$ cat src/cpid_pkg.sv
package cpid_pkg;

  localparam int W         = 32;
  localparam int FRAC_BITS = 16;
  localparam int LIM_W     = 31;
  localparam int PROD_W    = 2 * W;
  localparam int MAG_W     = PROD_W - 1;
  localparam int DIV_STEPS = MAG_W;
  localparam int CNT_W     = $clog2(DIV_STEPS);
  localparam int IDX_W     = 3;

  typedef enum logic [IDX_W-1:0] {
    REG_GAIN_PROP      = 3'd0,
    REG_GAIN_INTEGRAL  = 3'd1,
    REG_GAIN_DERIV     = 3'd2,
    REG_LIMIT_PROP     = 3'd3,
    REG_LIMIT_INTEGRAL = 3'd4,
    REG_LIMIT_DERIV    = 3'd5,
    REG_LIMIT_TOTAL    = 3'd6
  } cfg_reg_t;

  typedef enum logic [3:0] {
    S_IDLE,
    S_MP,
    S_MI,
    S_MD,
    S_MT,
    S_INC,
    S_ACC,
    S_DIV,
    S_SUM,
    S_OUT
  } state_t;

  localparam logic signed [W+1:0]     WMAX34 = 34'sh0_7FFF_FFFF;
  localparam logic signed [W+1:0]     WMIN34 = -34'sh0_8000_0000;
  localparam logic signed [PROD_W-1:0] WMAX64 = 64'sh0000_0000_7FFF_FFFF;
  localparam logic signed [PROD_W-1:0] WMIN64 = -64'sh0000_0000_8000_0000;

  function automatic logic signed [W-1:0] sat_word(input logic signed [W+1:0] v);
    logic signed [W-1:0] r;
    if (v > WMAX34) begin
      r = WMAX34[W-1:0];
    end else if (v < WMIN34) begin
      r = WMIN34[W-1:0];
    end else begin
      r = v[W-1:0];
    end
    return r;
  endfunction

  function automatic logic signed [W-1:0] scale_sat(input logic signed [PROD_W-1:0] p);
    logic signed [PROD_W-1:0] sh;
    logic signed [W-1:0]      r;
    sh = p >>> FRAC_BITS;
    if (sh > WMAX64) begin
      r = WMAX64[W-1:0];
    end else if (sh < WMIN64) begin
      r = WMIN64[W-1:0];
    end else begin
      r = sh[W-1:0];
    end
    return r;
  endfunction

  function automatic logic signed [W-1:0] clamp_sym(input logic signed [W+1:0] v,
                                                    input logic [LIM_W-1:0] lim);
    logic signed [W+1:0] lim_s;
    logic signed [W+1:0] r;
    lim_s = signed'({3'b000, lim});
    if (v > lim_s) begin
      r = lim_s;
    end else if (v < -lim_s) begin
      r = -lim_s;
    end else begin
      r = v;
    end
    return r[W-1:0];
  endfunction

  function automatic logic signed [W+1:0] ext(input logic signed [W-1:0] v);
    return {{2{v[W-1]}}, v};
  endfunction

endpackage

$ cat src/cpid_mul.sv
module cpid_mul (
  input  logic                                  clk,
  input  logic signed [cpid_pkg::W-1:0]         a,
  input  logic signed [cpid_pkg::W-1:0]         b,
  output logic signed [cpid_pkg::PROD_W-1:0]    prod
);
  import cpid_pkg::*;

  always_ff @(posedge clk) begin
    prod <= PROD_W'(a) * PROD_W'(b);
  end

endmodule

$ cat config.mk
export PLATFORM = sky130hd
export DESIGN_NAME = cpid_mul
export DESIGN_NICKNAME = d
export VERILOG_FILES = /design/src/cpid_pkg.sv /design/src/cpid_mul.sv
export SDC_FILE = /design/constraint.sdc
export NUM_CORES = 2
export LEC_CHECK = 0
export BUFFER_PORTS_ARGS = -buffer_cell sky130_fd_sc_hd__buf_2
export CAP_MARGIN = 40
export CORE_UTILIZATION = 65
export CTS_BUF_LIST = sky130_fd_sc_hd__clkbuf_4 sky130_fd_sc_hd__clkbuf_8
export CTS_CLUSTER_SIZE = 20
export DETAILED_ROUTE_END_ITERATION = 16
export GPL_TIMING_DRIVEN = 1
export PLACE_DENSITY = 0.89
export SYNTH_ARGS = -nofsm -noshare
export SYNTH_HDL_FRONTEND = slang
export SYNTH_SLANG_ARGS = --single-unit
$ cat constraint.sdc
create_clock -name clk -period 21.1 [get_ports clk]
set_clock_uncertainty 0.05 [all_clocks]
set_input_delay 3.165 -clock clk [delete_from_list [all_inputs] [get_ports clk]]
set_output_delay 3.165 -clock clk [all_outputs]
set_load 0.005 [all_outputs]
# After elaboration in Yosys (flattened, before gate mapping)
# Index checks and enable logic that the tools add are counted.
# totals
register_bits	64
latchBits	0
mem_bits_rw	0
romBits	0
input_bits	65
out_inout_bits	64
word_cells	2
n_memories	0
# classes
n_addsub	0
multipliers	1
n_div	0
n_lt_le_gt_ge	0
n_eq_ne	0
shift	0
muxes	0
bitwise	0
reduce_logical	0
# op_table
cell	n
$mul A32 B32 Y64	1

# Longest topological paths before layout
# depth
word_depth	1
ltp_mapped	28
depth_no_buf	27

# Worst setup path before layout
# No wires, ideal clock.
# synth_path
path_kind	input-to-reg
start	input port b[2] in the netlist's numbering
end	register prod[62] in the netlist's numbering
setup_ns	0.072
t_arrival_ns	10.354
required_ns	20.978
path_slack_ns	10.624
cell_stages	24
path_buffers	1
path_cell_list	clkbuf_1 -> nand2_1 -> inv_1 -> fa_1 -> fa_1 -> fa_1 -> fa_1 -> inv_1 -> fa_1 -> inv_1 -> fa_1 -> inv_1 -> fa_1 -> inv_1 -> fa_1 -> ha_1 -> and3_1 -> nand2_1 -> or3_1 -> o22a_1 -> o211ai_1 -> a31oi_1 -> o31ai_1 -> xor2_1
# synth_via
elab_chain_len	1
# synth_lines
element	line	source
start, declared	cpid_mul.sv:4	input logic signed [cpid_pkg::W-1:0] b,
$mul A32 B32 Y64	cpid_mul.sv:10	prod <= PROD_W'(a) * PROD_W'(b);
end signal, assigned	cpid_mul.sv:10	
end, declared	cpid_mul.sv:5	output logic signed [cpid_pkg::PROD_W-1:0] prod
# No other way between the ends.

# Worst setup path after layout
# Ends and elaborated chain as after synthesis.

==> metrics <==
Vias=26910; simple-gate portion of the synthesized area=15.37%; first-pass GRT wire length=161400 um; Post-synth ARST share=0%; adder-cell area share of the yosys netlist=between 60% and 70%; Final #Nets=5166; Slew @ Worst Pin=904.8 ps; Largest regs=prod: 64 flops; DRC=0; Compound-Gate Fraction of Synth Area=approximately 3.5%; share of layout cells above drive strength 1=4.661%; Synth Net Count=5215; fin util=67.96%; Hold Crit Depth=2; post-CTS sizing=0; CTS root buffer=clkbuf_8; CTS tree=built; largest net degree at the start of global routing=33; Yosys top cell area share=58.16%; maximum clock rate=87.37 MHz; Mapped Area=0.03724 mm^2; I/O pins=between 100 and 150; Max Slew Vio Count=0; 1st-pass router iterations=5; prevailing post-synth register cell=dfxtp_1; Synth area leader=fa_1; CTS Sinks=64; DR WL/cell=21.46 um; sequential share of the synthesized area=around 3.4%; status=finished clean; CP peak stage delay=950 ps; HP Start=a[0]; clk buf depth=2; CTS H-Tree Depth=3; antenna violations before repair=15; RSZ-0062 raised after global routing=false; cts hold-fix bufs=0; Vert. Die Dim=241.4 um; Initial Utilization=65.92%; Top cell by count, worst path=fa_1; core area=0.05650 mm^2; max_cap viols=0; fin crit period=approximately 11000 ps; CP Capture Type=register; Global Route Usage Sum=37.10%; Max-slew headroom=39.68%; Post-synth EDFFs=0; Reg clk slew, reported paths=100 ps; YS warnings=0; most frequent cell after synthesis=fa_1; CP startpoint kind=input pin; Final setup viols=0; Post-Synthesis Cells=3884; die area=0.05826 mm^2; Vias/cell=between 5 and 6; xor/xnor share of the synthesized area=between 1.5 and 2%; Final Hold Fails=0; Hold Crit Class=input pin to register; Seq cells post-synth=64; mux cell area share after synthesis=0%; detailed placement HPWL=just under 80000 um; crit-path max FO=32; RD Place Congestion=0.9894; crit share post-route=a little over half; Num CTS Buffers=9; Post-synth top cells=fa_1, inv_1, and2_1; hold_ws=3230 ps; main combinational cell family by area after synthesis=adder cells; Syn-to-layout area delta=3.087%; fillers=3895; Top reg by flops=prod; setup TNS=0 ps; critical path's slowest cell=fa_1; Worst Hold Endpoint=prod[0]; Iter 0 DRT Violations=approximately 2300; # port buffers=128; worst path cell trace=buf_2 -> nand2_1 -> inv_1 -> fa_1 -> fa_1 -> fa_1 -> fa_1 -> inv_1 -> fa_1 -> inv_1 -> fa_1 -> inv_1 -> fa_1 -> fa_1 -> inv_1 -> ha_1 -> and3_1 -> nand2_1 -> or3_1 -> o211ai_1 -> a31oi_1 -> o31ai_1 -> xor2_1; Worst Setup SP=b[2]; WP data required=21470 ps; number of global-route vias before repair=30850; final wirelength=98750 um; total grt overflow=0; FP Rows=87; CP Class=input pin to register; Critical Path AT=between 10000 and 15000 ps; Avg Cell Area, Syn=between 9 and 10 um^2; number of flip-flops in the largest register=64; DRT antenna net count=0; Die Wd=roughly 240 um; synth unique cells=63; Setup Buffers After CTS=0; ranking of synthesized cells by area=fa_1, inv_1, and2_1
==> worst max path at each step <==
stage | end | slack, ps
global placement | prod[62] | 9510
floorplan | prod[62] | 10620
CTS | prod[62] | 9780
global route | prod[62] | 9350
detailed placement | prod[62] | 9310
finish | prod[62] | 9660
==> critical path, delay by kind of cell <==
| family | cells | cell delay (ps) |
|---|---|---|
| buf+inv | 6 | 1390 |
| xor+xnor | 1 | 170 |
| fa+ha+maj | 9 | 5150 |
| compound gates | 3 | 980 |
| simple gates | 4 | 910 |
==> kinds of logic after synthesis <==
logic type | count (synthesis)
XOR/XNOR | 75
flip-flops | 64
buffers and inverters | 1152
AND/OR/NAND/NOR | 1134
AO/OA/AOI/OAI | 193
adder cells (fa/ha/maj) | 1266
==> layer usage <==
layer  track usage, %  vias to the layer above  part of all wire (%)
li1                 -                    10940                     -
met3            12.53                      481                    12
met1            44.44                    13650                    34
met4            21.83                       22                   6.2
met2            58.55                     1815                    48
met5           0.5892                        -                  0.16
==> through the flow <==
| step | worst slack [ps] | area (um^2) | std cells |
|---|---|---|---|
| detailed placement | 9308 | 38180 | 4579 |
| global placement | 9510 | 38150 | 4578 |
| CTS | 9777 | 38370 | 4595 |
| floorplan | 10620 | 37240 | 3884 |
| finish | 9655 | 38390 | 4601 |
| global route | 9352 | 38390 | 4601 |
==> cell usage in the layout, fill, tap and decap left out, drive strengths merged, types with 8 or more instances in the layout <==
master and count:
fa 1082, inv 953, and2 516, nand2 511
ha 184, buf 140, a21oi 68, dfxtp 64
xnor2 53, nor2 42, o21ai 31, a21o 25
xor2 22, nand3 15, o21bai 15, a31oi 13
nand2b 9, clkbuf 9, and3 9, a211oi 8
==> layout make-up <==
type	count	area [um^2]	share of cell area [%]
inverter	952	3573	9.308
clock inverter	7	71.32	0.1858
timing repair buffer	140	750.7	1.955
sequential	64	1281	3.337
antenna	5	12.51	0.03259
tap	756	945.9	2.464
clock buffer	9	123.9	0.3226
multi-input combinational	2668	31630	82.39
Power is not shown: default switching activity piles up to over one toggle a cycle in this logic, so the estimate is an artifact.
