File: src/cpid_pkg.sv
package cpid_pkg;

  localparam int W         = 32;
  localparam int FRAC_BITS = 16;
  localparam int LIM_W     = 31;
  localparam int PROD_W    = 2 * W;
  localparam int MAG_W     = PROD_W - 1;
  localparam int DIV_STEPS = MAG_W;
  localparam int CNT_W     = $clog2(DIV_STEPS);
  localparam int IDX_W     = 3;

  typedef enum logic [IDX_W-1:0] {
    REG_GAIN_PROP      = 3'd0,
    REG_GAIN_INTEGRAL  = 3'd1,
    REG_GAIN_DERIV     = 3'd2,
    REG_LIMIT_PROP     = 3'd3,
    REG_LIMIT_INTEGRAL = 3'd4,
    REG_LIMIT_DERIV    = 3'd5,
    REG_LIMIT_TOTAL    = 3'd6
  } cfg_reg_t;

  typedef enum logic [3:0] {
    S_IDLE,
    S_MP,
    S_MI,
    S_MD,
    S_MT,
    S_INC,
    S_ACC,
    S_DIV,
    S_SUM,
    S_OUT
  } state_t;

  localparam logic signed [W+1:0]     WMAX34 = 34'sh0_7FFF_FFFF;
  localparam logic signed [W+1:0]     WMIN34 = -34'sh0_8000_0000;
  localparam logic signed [PROD_W-1:0] WMAX64 = 64'sh0000_0000_7FFF_FFFF;
  localparam logic signed [PROD_W-1:0] WMIN64 = -64'sh0000_0000_8000_0000;

  function automatic logic signed [W-1:0] sat_word(input logic signed [W+1:0] v);
    logic signed [W-1:0] r;
    if (v > WMAX34) begin
      r = WMAX34[W-1:0];
    end else if (v < WMIN34) begin
      r = WMIN34[W-1:0];
    end else begin
      r = v[W-1:0];
    end
    return r;
  endfunction

  function automatic logic signed [W-1:0] scale_sat(input logic signed [PROD_W-1:0] p);
    logic signed [PROD_W-1:0] sh;
    logic signed [W-1:0]      r;
    sh = p >>> FRAC_BITS;
    if (sh > WMAX64) begin
      r = WMAX64[W-1:0];
    end else if (sh < WMIN64) begin
      r = WMIN64[W-1:0];
    end else begin
      r = sh[W-1:0];
    end
    return r;
  endfunction

  function automatic logic signed [W-1:0] clamp_sym(input logic signed [W+1:0] v,
                                                    input logic [LIM_W-1:0] lim);
    logic signed [W+1:0] lim_s;
    logic signed [W+1:0] r;
    lim_s = signed'({3'b000, lim});
    if (v > lim_s) begin
      r = lim_s;
    end else if (v < -lim_s) begin
      r = -lim_s;
    end else begin
      r = v;
    end
    return r[W-1:0];
  endfunction

  function automatic logic signed [W+1:0] ext(input logic signed [W-1:0] v);
    return {{2{v[W-1]}}, v};
  endfunction

endpackage

File: src/cpid_div.sv
module cpid_div (
  input  logic                                  clk,
  input  logic                                  rst,
  input  logic                                  start,
  input  logic signed [cpid_pkg::PROD_W-1:0]    dividend,
  input  logic        [cpid_pkg::LIM_W-1:0]     divisor,
  output logic                                  busy,
  output logic signed [cpid_pkg::W-1:0]         quotient
);
  import cpid_pkg::*;

  logic [MAG_W-1:0] work;
  logic [LIM_W-1:0] rem;
  logic [LIM_W-1:0] dsr;
  logic [CNT_W-1:0] cnt;
  logic             neg;
  logic [LIM_W:0]   trial;
  logic             qbit;
  logic [PROD_W-1:0] mag;

  assign mag   = dividend[PROD_W-1] ? PROD_W'(-dividend) : PROD_W'(dividend);
  assign trial = {rem, work[MAG_W-1]};
  assign qbit  = trial >= {1'b0, dsr};

  always_ff @(posedge clk) begin
    if (rst) begin
      busy <= 1'b0;
      cnt  <= '0;
    end else if (start) begin
      busy <= 1'b1;
      cnt  <= '0;
    end else if (busy) begin
      cnt <= cnt + 1'b1;
      if (cnt == CNT_W'(DIV_STEPS - 1)) begin
        busy <= 1'b0;
      end
    end
  end

  always_ff @(posedge clk) begin
    if (start) begin
      neg  <= dividend[PROD_W-1];
      work <= mag[MAG_W-1:0];
      rem  <= '0;
      dsr  <= divisor;
    end else if (busy) begin
      rem  <= qbit ? LIM_W'(trial - {1'b0, dsr}) : trial[LIM_W-1:0];
      work <= {work[MAG_W-2:0], qbit};
    end
  end

  always_comb begin
    if (!neg) begin
      quotient = (work > MAG_W'(WMAX64)) ? WMAX64[W-1:0] : work[W-1:0];
    end else begin
      quotient = (work > MAG_W'(-WMIN64)) ? WMIN64[W-1:0] : W'(-work[W-1:0]);
    end
  end

endmodule

File: config.mk
export PLATFORM = sky130hd
export DESIGN_NAME = cpid_div
export DESIGN_NICKNAME = d
export VERILOG_FILES = /design/src/cpid_pkg.sv /design/src/cpid_div.sv
export SDC_FILE = /design/constraint.sdc
export NUM_CORES = 1
export LEC_CHECK = 0
export BUFFER_PORTS_ARGS = -buffer_cell sky130_fd_sc_hd__buf_2
export CAP_MARGIN = 20
export CELL_PAD_IN_SITES_DETAIL_PLACEMENT = 1
export CELL_PAD_IN_SITES_GLOBAL_PLACEMENT = 1
export CORE_UTILIZATION = 39
export CTS_CLUSTER_DIAMETER = 50
export CTS_CLUSTER_SIZE = 25
export DETAILED_ROUTE_END_ITERATION = 8
export HOLD_SLACK_MARGIN = 0.08
export PLACE_DENSITY_LB_ADDON = 0.1
export SLEW_MARGIN = 20
export SYNTH_ARGS = -nofsm -noshare
export SYNTH_HDL_FRONTEND = slang
export SYNTH_SLANG_ARGS = --single-unit
File: constraint.sdc
create_clock -name clk -period 3.9 [get_ports clk]
set_clock_uncertainty 0.1 [all_clocks]
set_input_delay 0.39 -clock clk [delete_from_list [all_inputs] [get_ports clk]]
set_output_delay 0.39 -clock clk [all_outputs]
set_load 0.05 [all_outputs]
Yosys cells after proc, flatten, opt, wreduce, memory -nomap -nowiden
Cells that the tools add are included.
{"block": "totals", "register_bits": 133, "rom_bits": 0, "word_cells": 26, "latch_bits": 0, "input_bits": 98, "ram_bits": 0, "memories": 0, "output_inout_bits": 33}
{"block": "classes", "bitwise_logic": 0, "div_mod_pow": 0, "n_addsub": 4, "magnitude_cmp": 3, "multipliers": 0, "shifts": 0, "mux": 10, "reduce_logical": 2, "n_eq_ne": 1}
{"cell": "$mux 63", "n": 3}
{"cell": "$mux 32", "n": 3}
{"cell": "$gt 63x31->1 const B", "n": 1}
{"cell": "$gt 63x32->1 const B", "n": 1}
{"cell": "$neg 63->63", "n": 1}
{"cell": "$ge 32x31->1", "n": 1}
{"cell": "$neg 32->32", "n": 1}
{"cell": "$mux 31", "n": 1}
{"cell": "$sub 31x31->31", "n": 1}
{"cell": "$add 6x1->6 const B", "n": 1}
{"cell": "$eq 6x6->1 const B", "n": 1}
{"cell": "$mux 1", "n": 3}
{"cell": "$reduce_bool 2->1", "n": 1}
{"cell": "$reduce_or 2->1", "n": 1}

Depth between registers and ports, before layout
Gate-level depths: netlist (run 1).
{"block": "depth", "word_depth": 4, "ltp_mapped": 13, "ltp_nobuf": 12}

Worst setup path before layout (run 1)
Ideal clock, no wire load.
{"block": "synth_timing", "kind": "register to output", "startpoint": "register work[0]", "endpoint": "output quotient[15] (netlist name)", "setup_slack_ns": -1.020, "t_required_ns": 3.410, "n_path_buf": 1, "stages_incl_launch_ff": 13, "arrival_time_ns": 4.430, "cell_sequence": "edfxtp_1 inv_1 ha_1 or3b_1 nor3b_1 nand4_1 or2_2 o21ai_0 nand2b_1 inv_1 nand2_1 clkbuf_1 o311ai_0"}
{"block": "synth_via", "elab_chain_len": 3, "word_cells_on_any_way": 6, "cone_classes": "add/sub (1); order compare (2); mux (3)"}
{"item": "start, declared", "line_no": "cpid_div.sv:12", "text": "logic [MAG_W-1:0] work;"}
{"item": "start signal, assigned", "line_no": "cpid_div.sv:43", "text": "work <= mag[MAG_W-1:0];"}
{"item": "start signal, assigned", "line_no": "cpid_div.sv:48", "text": "work <= {work[MAG_W-2:0], qbit};"}
{"item": "$gt 63x31->1, or another cell as far along", "line_no": "cpid_div.sv:54", "text": "quotient = (work > MAG_W'(WMAX64)) ? WMAX64[W-1:0] : work[W-1:0];"}
{"item": "$mux 32 (on tied branches)", "line_no": "cpid_div.sv:54, cpid_div.sv:56"}
{"item": "$mux 32 (*)", "line_no": "cpid_div.sv:53", "text": "if (!neg) begin"}
{"item": "end, declared", "line_no": "cpid_div.sv:8", "text": "output logic signed [cpid_pkg::W-1:0] quotient"}
Mark *: on every way between the ends. The rest lies on a longest branch, timed or not.

Final worst setup path (run 1)
{"block": "layout_timing", "startpoint": "register work[17]", "endpoint": "output quotient[29] (netlist name)"}
Same word-level chain as after synthesis.

==> results of run 1 <==
-- how the worst max path moves through the flow --
| stage | startpoint | end | slack, ns |
|---|---|---|---|
| 2_1_floorplan | work[0]$_DFFE_PP_ | quotient[10] | -0.28 |
| 3_3_place_gp | work[0]$_DFFE_PP_ | quotient[7] | 0.20 |
| 3_5_place_dp | work[1]$_DFFE_PP_ | quotient[7] | 0.06 |
| 4_1_cts | work[1]$_DFFE_PP_ | quotient[29] | -0.05 |
| 5_1_grt | work[0]$_DFFE_PP_ | quotient[16] | -0.22 |
| 6_report | work[17]$_DFFE_PP_ | quotient[29] | -0.04 |
-- flip-flops by register name, indices dropped and copies added (netlist names) --
signal  flops
busy        1
cnt         6
dsr        31
neg         1
rem        31
work       63
-- cell type report --
class	instances	area [sq um]
multi-input combinational	844	5970
clock inverter	14	151
timing repair buffer	231	1820
inverter	57	214
tap	319	399
fill	2749	10900
antenna	7	17.5
clock buffer	18	429
sequential	133	3610
-- placed cells by master (no fill, tap or decap), types with 6 or more instances in the layout --
cell           Yosys  final
nand2_1           99     95
dlygate4sd3_1      0     32
o211ai_1           6      6
and3_1             6      6
or3_4              2      6
xor2_1            64     64
o311ai_2           0     11
diode_2            0      7
or3_1             18     14
a21oi_1          102    102
buf_6              0     35
a21o_1            15     15
xnor2_1           28     28
nand4_1           19     19
or4_1              9      9
buf_2              2     99
buf_4              0     57
nand3_1           20     19
edfxtp_1          95     95
a31oi_1            7      7
ha_1              36     35
o41ai_1           17      9
nor4_1            16     16
mux2_2             9      9
nor2_1           116    111
clkbuf_16          0     18
o311ai_4           0     15
a211oi_1          19     19
inv_1             56     52
o21ai_0           68     56
o31ai_1           14     13
nand2b_1          19     18
mux2i_1           14     14
o21ai_1            5     12
dfxtp_1           38     38
nor3_1            26     23
-- metal layers --
| metal | vias to the layer above | share of wire, % | global-route usage, % |
|---|---|---|---|
| met5 | - | 0.036 | 0 |
| met4 | 2 | 2.2 | 8.69 |
| met3 | 44 | 3.4 | 3.66 |
| met2 | 167 | 49 | 39.9 |
| met1 | 4430 | 46 | 31.7 |
| li1 | 4431 | - | - |
-- cells by family after synthesis --
kind of cell,count (synthesis)
AND/OR/NAND/NOR,377
flip-flops,133
buffers and inverters,118
XOR/XNOR,92
adder cells (fa/ha/maj),37
AO/OA/AOI/OAI,315
multiplexers,23
-- stage by stage --
step | utilization, % | hold slack [ns] | setup TNS, ns
global route | 53.6 | 0.272 | -3.91
detailed placement | 46.2 | 0.391 | 0
floorplan | - | 0.348 | -4.15
global placement | 46.2 | 0.374 | 0
CTS | 51.4 | 0.257 | -0.0503
finish | 53.6 | 0.263 | -0.101
-- critical path: stages, from the launching register on --
cell	delay, ns
edfxtp_1	0.40
nor3_2	0.23
nand4_1	0.18
or3_4	0.41
or3_4	0.35
or3_4	0.37
or3_4	0.38
nor3_4	0.13
a21oi_1	0.08
o221a_1	0.31
buf_6	0.17
-- power breakdown --
| group | internal (W) | switching [W] | leakage (nW) |
|---|---|---|---|
| Sequential | 0.00167 | 0.0000991 | 1.24 |
| Clock | 0.000947 | 0.000666 | 0.273 |
| Combinational | 0.000480 | 0.000718 | 3.42 |
-- timing repair --
item                                    CTS  global route
setup buffers                             6            12
pin swaps                                 5            19
endpoints found under the hold margin    32             0
hold buffers                             32             0
cloned                                    2             1
endpoints found under the setup margin   30            31
gates resized for setup                  59            96
==> results list, run 1 <==
- The longest clock path from root to sink contains 2 buffers.
- Initial drt markers: 441
- Number of antenna violations at the first check in global routing: 9
* Area share of the leading cell type in the synthesized netlist: 30.3%
- Clock latency on the worst-skew pair, taken at its later pin, is 0.42 ns.
* Num CTS Buffers: 17
- Total routed wirelength: 30200 um
- The synthesized netlist devotes 21.4% of its cell area to compound gates.
- The detailed router placed 9074 vias in this run.
* Detailed Routing Iterations Pass 1: 4
- Counting flops and latches in the post-synthesis netlist gives 133.
- Measured in cells, the most critical reg-to-reg path has a length of 12.
* Endpoint of the lowest-slack register-to-register path: rem[29]$_SDFFE_PP0P_
- Max Cap Violations: 0
* VDD IR max: 0.000258 V
- Total power: 0.00458 W
- The worst setup path is captured at a primary output.
* Library cell with the highest instance count after synthesis: nor2_1
* Clock sink count: 133
* Input/output buffers: 130
- GR Util All Layers: 24.1%
- Entering global routing, the biggest net connects 73 pins.
- The via count of the first global-routing pass is 9035.
- In this run, synthesis inferred 95 flip-flops with an integrated enable.
* Area fraction in and, or, nand and nor cells after synthesis: 19.4%
* Share of flip-flops with an asynchronous set or reset: 0%
- At the pin with the least slew margin, the transition time is 0.857 ns.
* Violations in the final reports: negative setup slack
* Sequential area share after synthesis: 38.4%
* Count of cells along the worst hold path: 3
- Remaining number of nets flagged by the antenna check after routing: 0
- Wire length of the first global-routing pass: 46900 um
* Synth Flop Type: edfxtp_1
- Critical path type: register to primary output
- Detailed placement ended at an HPWL of 20800 um.
* Count of placed standard cells including taps: 1531
- Core Footprint: 23500 sq um
- Synthesized Nets: 1230
- Root Buffer Master: clkbuf_16
- Measured against its own limit, the worst slew margin works out to 42.9%.
- Summing the areas of all xor and xnor instances in the mapped netlist gives 8.56% of the synthesized area.
* Status: finished with violations
- Counting distinct cell types in the post-synthesis netlist gives 70.
- Required time of the critical path: 3.41 ns
- Die span in x: 157 um
- After Yosys synthesis, full adders, half adders and majority gates account for 5.00% of the synthesized area.
- Main combinational cell family by area after synthesis: compound AO/OA/AOI/OAI gates
- Die height: 157 um
* Nets@finish: 1419
* Launch instance of the worst min-delay path: dividend[59]
* Number of remaining DRC errors: 0
- Leading area contributor after synthesis: edfxtp_1
- Area of all placed cells without fillers: 12600 sq um
* Launching element type of the critical path: register
* Netlist area before placement: 9410 sq um
- The routed design could run at a clock period as short as 3.94 ns.
- The final count of hold timing violations is 0.
- Final Wtd Congestion: 0.850
- Ratio of total power to cell area: 363 nW/um^2
* Post-Syn Instances: 1095
* Number of H-tree levels: 4
- Worst reg2reg setup slack: 0.49 ns
- After detailed placement, the total cell area comes to 10900 sq um.
* Final instance count without filler cells: 1623
- Arrival time at the worst endpoint: 3.45 ns
- Biggest fanout along the worst timing path: 4
- Syn-to-layout area delta: 34.0%
* Setup-failing EPs final: 4
* Setup repair after global routing missed its margin: yes
* Full die area: 24800 sq um
* Top post-synthesis cells by area: edfxtp_1 30%, dfxtp_1 8.1%, xor2_1 6.0%
- The number of max-slew violations in the final report came to 0.
- Count of synthesis-stage warnings from yosys: 0
* Multiplexer share of the synthesized area: 2.57%
- Worst reg2reg startpoint: work[62]$_DFFE_PP_
* Static leakage: 4.94 nW
* Timing-limited maximum frequency: 254 MHz
- Detailed-route wire length per cell: 18.6 um
- Part of the cycle the worst path needs: 101%
- Final WS setup: -0.0373 ns
- Before CTS, the worst setup slack after placement is 0.0611 ns.
* Share of layout cells above drive strength 1: 24.6%
- The worst hold path belongs to the class input pin to register.
- Clock edge transition at the registers on the reported setup and hold paths: 0.06 ns
* Worst-case hold path end point: work[59]$_DFFE_PP_
- For this configuration, the core starts out at a cell density of 40.0%.
* Synth Area per Inst: 8.59 sq um
* Average vias per placed instance: 5.59
* List of most frequent post-synthesis cells: 116 x nor2_1, 102 x a21oi_1, 99 x nand2_1, 95 x edfxtp_1, 68 x o21ai_0
- I/O pin count: 131
- Total overflow reported by the global router: 0
* CTS tree: yes
- The floorplan has 56 rows.
Power figures use the tool's default switching activity.
==> run 2: changes to the inputs <==
--- a/config.mk
+++ b/config.mk
@@ -5,6 +5,7 @@
 export SDC_FILE = /design/constraint.sdc
 export NUM_CORES = 1
 export LEC_CHECK = 0
+export ABC_AREA = 1
 export BUFFER_PORTS_ARGS = -buffer_cell sky130_fd_sc_hd__buf_2
 export CAP_MARGIN = 20
 export CELL_PAD_IN_SITES_DETAIL_PLACEMENT = 1
@@ -15,7 +16,6 @@
 export DETAILED_ROUTE_END_ITERATION = 8
 export HOLD_SLACK_MARGIN = 0.08
 export PLACE_DENSITY_LB_ADDON = 0.1
-export SLEW_MARGIN = 20
 export SYNTH_ARGS = -nofsm -noshare
 export SYNTH_HDL_FRONTEND = slang
 export SYNTH_SLANG_ARGS = --single-unit
==> run 2 against run 1 <==
Fmax increased by 11%. First-iteration DRC count increased by 55%. The flow now finishes without violations. Critical path type unchanged. Die area increased by 25%. Clock-buffer cell count decreased by 1.
==> results list, run 2 <==
- The proportion of synthesized chip area in sequential cells is 30.6% (-7.8 points).
* Synth Flop Type: edfxtp_1
- List of most frequent post-synthesis cells: 670 x nand2_1, 296 x inv_1, 225 x nand3_1, 217 x nor2_1, 95 x edfxtp_1
- Cell with the biggest individual delay on the critical path: edfxtp_1
- The initial antenna violation count came to 0 (-9).
* Num CTS Buffers: 17 (unchanged)
- Placement-stage cell area: 12800 sq um (+18%)
* Setup repair after global routing missed its margin: no
* Launch instance of the worst min-delay path: dividend[44]
- The total placed cells including tap cells came to 2405 (+57%).
- Core Footprint: 29700 sq um (+26%)
- The detailed-router iteration count before antenna repair came to 5 (+1).
- Top flop regs: work (63), dsr (31), rem (31)
- Initial drt markers: 682 (+55%)
* Flip-flop and latch count after synthesis: 133 (unchanged)
* Library cell with the highest instance count after synthesis: nand2_1
- Share of layout cells above drive strength 1: 9.43% (-15 points)
- Via count: 12900 (+43%)
* Max reg flops: 63 (unchanged)
* Effective utilization at floorplan: 39.7% (-0.24 points)
- The run finished with clean final reports.
- Count of synthesis-stage warnings from yosys: 0 (unchanged)
* I/O pin count: 131 (unchanged)
- The pin count of the biggest net entering global routing was 62 (-15%).
- The number of fillers in the final layout came to 4076 (+48%).
- The headroom to the max-slew limit is 41.6% (-1.3 points).
- Cell family with the largest share of critical-path delay: simple AND/OR/NAND/NOR gates
- The ratio of final minimum period to clock period is 90.6% (-10 points).
- Fin Setup TNS: 0 ns (+0.101 ns)
* Area share of the leading cell type in the synthesized netlist: 24.2% (-6.2 points)
- Crit path buffers/inverters: 4 (+3)
* Buffer count from post-CTS setup fixing: 0 (-6)
- Compared with the post-synthesis result, the final layout area differs by 15.9%.
- Final Wtd Congestion: 0.926 (+8.9%)
- Final Core Density: 46.1% (-7.5 points)
* Average vias per placed instance: 5.24 (-6.3%)
- Required time of the critical path: 3.41 ns (about the same)
* Leading area contributor after synthesis: edfxtp_1
* Biggest fanout along the worst timing path: 29 (+25)
- The leftover overflow at the end of global routing is 0 (unchanged).
- Wire length of the first global-routing pass: 69100 um (+47%)
- The time the worst path needs with I/O delays and setup came to 3.53 ns (-0.404 ns).
- The area of all placed cells without fillers came to 13700 sq um (+8.5%).
* Root Buffer Master: clkbuf_16
* Total routed wirelength: 42900 um (+42%)
* Full die area: 31000 sq um (+25%)
- The clock latency on the worst-skew pair was 0.44 ns (+0.02 ns).
- The height of the die is 176 um (+12%).
- work holds more flip-flops than any other register.
* Critical path type: register to primary output
* VDD IR max: 0.000330 V (+28%)
* Number of buffers on the longest clock path: 2 (unchanged)
- The pin slew with the least headroom to its limit came to 0.875 ns (+0.0188 ns).
* Number of global-route vias before repair: 13300 (+48%)
* Worst reg2reg setup slack: 0.82 ns (+0.33 ns)
- The count of cell types in the netlist is 40 (-43%).
* Remaining number of nets flagged by the antenna check after routing: 0 (unchanged)
- Share of flip-flops with an asynchronous set or reset: 0% (unchanged)
- The final count of hold timing violations is 0 (unchanged).
- The path class of the tightest hold or removal check is input pin to register.
* Setup-failing EPs final: 0 (-4)
- Cell repeated most along the worst path: inv_1
- Final instance count without filler cells: 2469 (+52%)
- In the layout the commonest cells are 670 x nand2_1, 295 x inv_1, 225 x nand3_1, 216 x nor2_1, 129 x buf_2.
* Clock edge transition at the registers on the reported setup and hold paths: 0.07 ns (about the same)
- The width of the chip was 176 um (+12%).
- The half-perimeter wire length of the detailed placement result came to 33900 um (+63%).
- Netlist area before placement: 11800 sq um (+25%)
* Post-Syn Instances: 1925 (+76%)
* Timing-limited maximum frequency: 283 MHz (+11%)
- Crit path largest cell delay: 0.44 ns (+0.03 ns)
* Most frequent standard cell in the layout excluding fill and tap cells: nand2_1
- Synth Area per Inst: 6.13 sq um (-29%)
* Launching element type of the critical path: register
* Clock sink count: 133 (unchanged)
- For hold timing, the worst endpoint is work[44]$_DFFE_PP_.
- # diodes: 0 (-7)
- Detailed-route wire length per cell: 17.4 um (-6.5%)
- CTS tree: yes
- GR Util All Layers: 28.6% (+4.4 points)
- The worst path arrival time came to 3.04 ns (-0.41 ns).
- By area the synthesized netlist is led by edfxtp_1 24%, nand2_1 21%, nand3_1 9.5%.
* Nets@finish: 2201 (+55%)
- The number of synthesized flops with an enable pin came to 95 (unchanged).
* Sort of element at the end of the critical path: primary output
* Count of cells along the worst hold path: 3 (unchanged)
- Synthesized Nets: 2060 (+67%)
* Number of H-tree levels: 4 (unchanged)
* Register-to-Register Path Depth: 16 (+4)
- The remaining design rule violation count is 0 (unchanged).
- Max Cap Violations: 0 (unchanged)
- The worst register-to-register path begins at work[62]$_DFFE_PP_.
- Endpoint of the lowest-slack register-to-register path: rem[9]$_SDFFE_PP0P_
- Pins Over Slew Limit: 0 (unchanged)
* Worst path cell trace: inv_1 > ha_1 > inv_1 > nor3_4 > inv_2 > nor2_4 > nand2_2 > nor3_2 > nand2_1 > nand2_4 > nor2_1 > a21oi_1 > buf_2
- Ratio of total power to cell area: 309 nW/um^2 (-15%)
- The number of input and output port buffers inserted was 130 (unchanged).
- The count of standard-cell rows is 63 (+13%).
- The leakage power came to 6.74 nW (+36%).
## run 2: cell types whose count changed in the layout (fill, tap and decap cells not counted), sizes merged, moves of 18 or more
cell / change
a21oi: -77
nand4: +32
nand3b: +21
nand2b: -19
nand3: +206
inv: +239
o311ai: -26
nand2: +576
a211oi: -18
or3: -20
buf: -54
nor2: +104
xor2: -24
## run 2: how the worst max path moves through the flow
stage	start	end	slack [ns]	cells after the start
floorplan	busy$_SDFF_PP0_	work[0]$_DFFE_PP_	0.34	4
global placement	work[1]$_DFFE_PP_	quotient[0]	0.84	13
detailed placement	work[1]$_DFFE_PP_	quotient[4]	0.69	13
CTS	work[1]$_DFFE_PP_	quotient[3]	0.20	13
global route	work[1]$_DFFE_PP_	quotient[2]	0.11	13
finish	work[1]$_DFFE_PP_	quotient[2]	0.37	13
## run 2: through the flow
| stage | hold WS (ns) | worst slack (ns) | total power [W] |
|---|---|---|---|
| 2_1_floorplan | 0.340 | 0.339 | 0.00237 |
| 3_3_place_gp | 0.357 | 0.840 | 0.00269 |
| 3_5_place_dp | 0.366 | 0.690 | 0.00271 |
| 4_1_cts | 0.195 | 0.201 | 0.00427 |
| 5_1_grt | 0.265 | 0.114 | 0.00443 |
| 6_report | 0.213 | 0.367 | 0.00423 |
## run 2: cell type report
class / count / area, sq um / area share, %
clock buffer: 17 / 425 / 3.11
clock inverter: 15 / 115 / 0.841
inverter: 300 / 1130 / 8.23
multi-input combinational: 1438 / 6820 / 49.8
sequential: 133 / 3610 / 26.4
tap: 390 / 488 / 3.56
timing repair buffer: 176 / 1100 / 8.06
## run 2: tightest hold or removal path, delay by kind of cell
family | cells | cell delay (ns)
compound gates | 1 | 0.12
buf+inv | 1 | 0.09
simple gates | 1 | 0.04
## run 2: report_power, final
part / total [W] / internal [W] / switching (W)
Clock: 0.00152 / 0.000864 / 0.000657
Combinational: 0.000949 / 0.000283 / 0.000666
Sequential: 0.00176 / 0.00165 / 0.000111
Total: 0.00423 / 0.00280 / 0.00143
## run 2: per-layer routing
| metal | wire length (um) | GRT usage (%) |
|---|---|---|
| met2 | 21100 | 50.5 |
| met1 | 18800 | 34.7 |
| met3 | 1600 | 4.01 |
| met4 | 1330 | 11.5 |
| met5 | 0 | 0 |
## run 2: logic make-up (layout without fill, tap and decap cells)
group	count (synthesis)	count (layout)	share of synthesized area, %
AOI/OAI and AO/OA	109	109	4.87
buffers and inverters	354	508	11.7
adders and majority gates	37	37	3.98
DFF	133	133	30.6
xor gates and xnor gates	58	58	4.30
and+or+nand+nor	1234	1234	44.5
## run 2: timing repair
| item | CTS | global route |
|---|---|---|
| gates resized for setup | 0 | 1 |
| setup endpoints to repair | 0 | 6 |
| hold buffers | 32 | 0 |
| endpoints found under the hold margin | 32 | 0 |
==> run 3: changes to the inputs <==
--- a/config.mk
+++ b/config.mk
@@ -10,6 +10,7 @@
 export CAP_MARGIN = 20
 export CELL_PAD_IN_SITES_DETAIL_PLACEMENT = 1
 export CELL_PAD_IN_SITES_GLOBAL_PLACEMENT = 1
+export CORE_ASPECT_RATIO = 0.8
 export CORE_UTILIZATION = 39
 export CTS_CLUSTER_DIAMETER = 50
 export CTS_CLUSTER_SIZE = 25
==> constraint.sdc (replaced) <==
create_clock -name clk -period 3.5 [get_ports clk]
set_clock_uncertainty 0.1 [all_clocks]
set_input_delay 0.525 -clock clk [delete_from_list [all_inputs] [get_ports clk]]
set_output_delay 0.525 -clock clk [all_outputs]
set_load 0.05 [all_outputs]
==> run 3 against run 2 <==
Final cell count about the same. Clock-buffer cell count increased by 2. Sequential share of layout area increased by 0.15 points. First-iteration DRC count increased by 14%. Routed wire length increased by 0.79%. Clock power increased by 20%. Worst hold slack got worse by 0.050 ns. Largest power group unchanged.
==> results list, run 3 (synthesis gave the netlist of run 2 again) <==
* Setup repair after global routing missed its margin: no
* I/O pin count: 131 (unchanged)
- Number of remaining DRC errors: 0 (unchanged)
* Relative max-transition margin: 45.2% (+3.5 points)
- Number of global-route vias before repair: 12400 (-6.9%)
- Total overflow reported by the global router: 0 (unchanged)
- The number of input and output port buffers inserted was 130 (unchanged).
- The final routed wirelength across all metal layers is 43200 um (+0.79%).
- Syn-to-layout area delta: 15.3%
- Average vias per placed instance: 5.19 (-1.0%)
- The detailed-router iteration count before antenna repair is 5 (unchanged).
- The leakage power was 6.72 nW (-0.29%).
- The final net count came to 2182 (-0.86%).
* Biggest fanout along the worst timing path: 13 (-55%)
- Crit path largest cell delay: 0.43 ns (about the same)
- End point of the critical path: quotient[15]
* CTS tree: yes
- Pins Over Slew Limit: 0 (unchanged)
- The initial antenna violation count is 3 (+3).
- Timing-limited maximum frequency: 301 MHz
- After layout, the minimum clock period comes to 3.32 ns.
- The aggregate negative setup slack was 0 ns (unchanged).
- The half-perimeter wire length of the detailed placement result came to 34500 um (+1.9%).
- The worst setup path is launched from a register.
- Count of cell instances traversed by the critical path: 14 (+1)
- Top flop regs: work (63), dsr (31), rem (31)
- Required time of the critical path: 2.87 ns (-0.54 ns)
- Final Core Density: 46.0% (about the same)
* Effective utilization at floorplan: 39.9% (+0.20 points)
* Core Footprint: 29600 sq um (-0.50%)
- The height of the die was 158 um (-10%).
- The placer's final routability congestion estimate was 0.940 (+1.5%).
- The worst register-to-register path begins at work[62]$_DFFE_PP_.
- VDD IR max: 0.000396 V (+20%)
- The worst path arrival time was 2.69 ns (-0.35 ns).
- Later-pin clock latency in the skew report: 0.43 ns (about the same)
- The via total after detailed routing came to 12800 (-0.97%).
- Final instance count without filler cells: 2470 (+0.041%)
* Crit path buffers/inverters: 5 (+1)
* Remaining number of nets flagged by the antenna check after routing: 0 (unchanged)
- Num CTS Buffers: 17 (unchanged)
* Final count of hold timing violations: 0 (unchanged)
- In this run the clock root is driven by a clkbuf_16.
* Register-to-Register Path Depth: 15 (-1)
- Number of buffers on the longest clock path: 2 (unchanged)
- On the critical path, the stage with the largest delay is an instance of edfxtp_1.
- In this run the critical register-to-register path is captured at work[0]$_DFFE_PP_.
- Register ranked first by flip-flop count: work
- In the layout the commonest cells are 669 x nand2_1, 294 x inv_1, 225 x nand3_1, 215 x nor2_1, 109 x buf_2.
- The pin slew with the least headroom to its limit is 0.822 ns (-0.0537 ns).
- The worst setup path is captured at a primary output.
- The number of max-capacitance violations reported is 0 (unchanged).
* Number of H-tree levels: 4 (unchanged)
* Number of standard-cell rows in the floorplan: 56 (-11%)
- The register-to-register path setup slack was 0.58 ns (-0.24 ns).
- The floorplan die area came to 31000 sq um (about the same).
- Die span in x: 197 um (+12%)
- Wire length of the first global-routing pass: 67400 um (-2.4%)
- The total placed cells including tap cells is 2426 (+0.87%).
* Cell family with the largest share of critical-path delay: simple AND/OR/NAND/NOR gates
- The number of sinks handled by clock tree synthesis was 133 (unchanged).
- Maximum number of pins on one net before global-route repair: 65 (+4.8%)
- The total track usage came to 28.2% (-0.34 points).
- Clock edge transition at the registers on the reported setup and hold paths: 0.06 ns (about the same)
* Worst path cell trace: inv_2 > ha_2 > inv_1 > nor3_4 > inv_2 > nor2_4 > nand2_2 > nor3_2 > nand2_2 > nand2_4 > buf_6 > nand3b_1 > nand3_1 > buf_4
- Tracing the worst setup path back leads to its startpoint at work[0]$_DFFE_PP_.
- The run finished with clean final reports.
- Most frequent standard cell in the layout excluding fill and tap cells: nand2_1
* Part of the cycle the worst path needs: 94.8%
* Initial drt markers: 778 (+14%)
- Max reg flops: 63 (unchanged)
- Ratio of total power to cell area: 357 nW/um^2 (+15%)
* Class of the tightest hold or removal check: input pin to register
- The number of failing setup endpoints in the final timing report is 0 (unchanged).
- Detailed-route wire length per cell: 17.5 um (+0.75%)
- The fraction of final layout cells with drive strength greater than 1 is 10.3% (+0.91 points).
- Critical path type: register to primary output
-- run 3: cell count changes in the layout (fill, tap and decap cells not counted), moves of 2 or more --
cell	delta
clkinv_1	-2
bufinv_16	+2
diode_2	+4
buf_2	-20
clkbuf_1	+2
clkbuf_4	+5
buf_4	+22
dlygate4sd3_1	-32
buf_6	+6
nand2_2	+2
-- run 3: how the worst min path moves through the flow --
stage                               from                   end  slack [ns]  depth (start not counted)
CTS                          divisor[12]     dsr[12]$_DFFE_PP_        0.14                          1
detailed placement  rem[16]$_SDFFE_PP0P_  rem[16]$_SDFFE_PP0P_        0.36                          2
global placement    rem[14]$_SDFFE_PP0P_  rem[14]$_SDFFE_PP0P_        0.36                          2
floorplan           rem[30]$_SDFFE_PP0P_  rem[30]$_SDFFE_PP0P_        0.34                          2
finish                       divisor[15]     dsr[15]$_DFFE_PP_        0.16                          1
global route                 divisor[12]     dsr[12]$_DFFE_PP_        0.14                          1
-- run 3: metal layers --
metal	track usage, %	wire length (um)	vias to the layer above	share of wire, %
met5	0	0	-	0
met1	41.5	21900	6122	51
met3	3.86	1950	49	4.5
met2	42.3	18400	277	43
met4	8.89	937	0	2.2
li1	-	-	6367	-
-- run 3: worst register-to-register path, stage by stage, from the launching register on --
cell and delay [ns]:
edfxtp_1 0.38, inv_1 0.07, ha_1 0.23, fa_1 0.42
inv_1 0.10, nand3_1 0.09, nand2_2 0.14, nand2_1 0.07
nand2_1 0.17, nand2_1 0.10, nand3_1 0.09, nand2_2 0.06
nand2_2 0.20, buf_4 0.26, nand2_1 0.07, o21ai_0 0.17
-- run 3: area by class of cell --
type | count | area, sq um
Fill cell | 4106 | 16000
Multi-Input combinational cell | 1439 | 6830
Sequential cell | 133 | 3610
Inverter | 300 | 1130
Timing Repair Buffer | 156 | 933
Tap cell | 406 | 508
Clock buffer | 19 | 433
Clock inverter | 13 | 155
Antenna cell | 4 | 10.0
-- run 3: what timing repair did --
| action | 4_1_cts | 5_1_grt |
|---|---|---|
| resized for setup | 12 | 24 |
| pin swaps | 1 | 2 |
| hold buffers | 0 | 0 |
| cloned | 0 | 1 |
| setup buffers | 1 | 6 |
| endpoints found under the setup margin | 20 | 32 |
-- run 3: per-stage QoR --
step           hold WS [ns]  worst slack (ns)  power, W  instance area (sq um)
6_report              0.163             0.182   0.00485                  13600
5_1_grt               0.145            0.0297   0.00507                  13600
4_1_cts               0.141           0.00860   0.00487                  13500
3_5_place_dp          0.362             0.312   0.00302                  12900
3_3_place_gp          0.357             0.480   0.00299                  12900
2_1_floorplan         0.340             0.436   0.00264                  11800
-- run 3: where the power goes --
group / switching, W / internal, W
Sequential: 0.000120 / 0.00184
Clock: 0.000715 / 0.00112
Combinational: 0.000750 / 0.000315
Total: 0.00158 / 0.00327
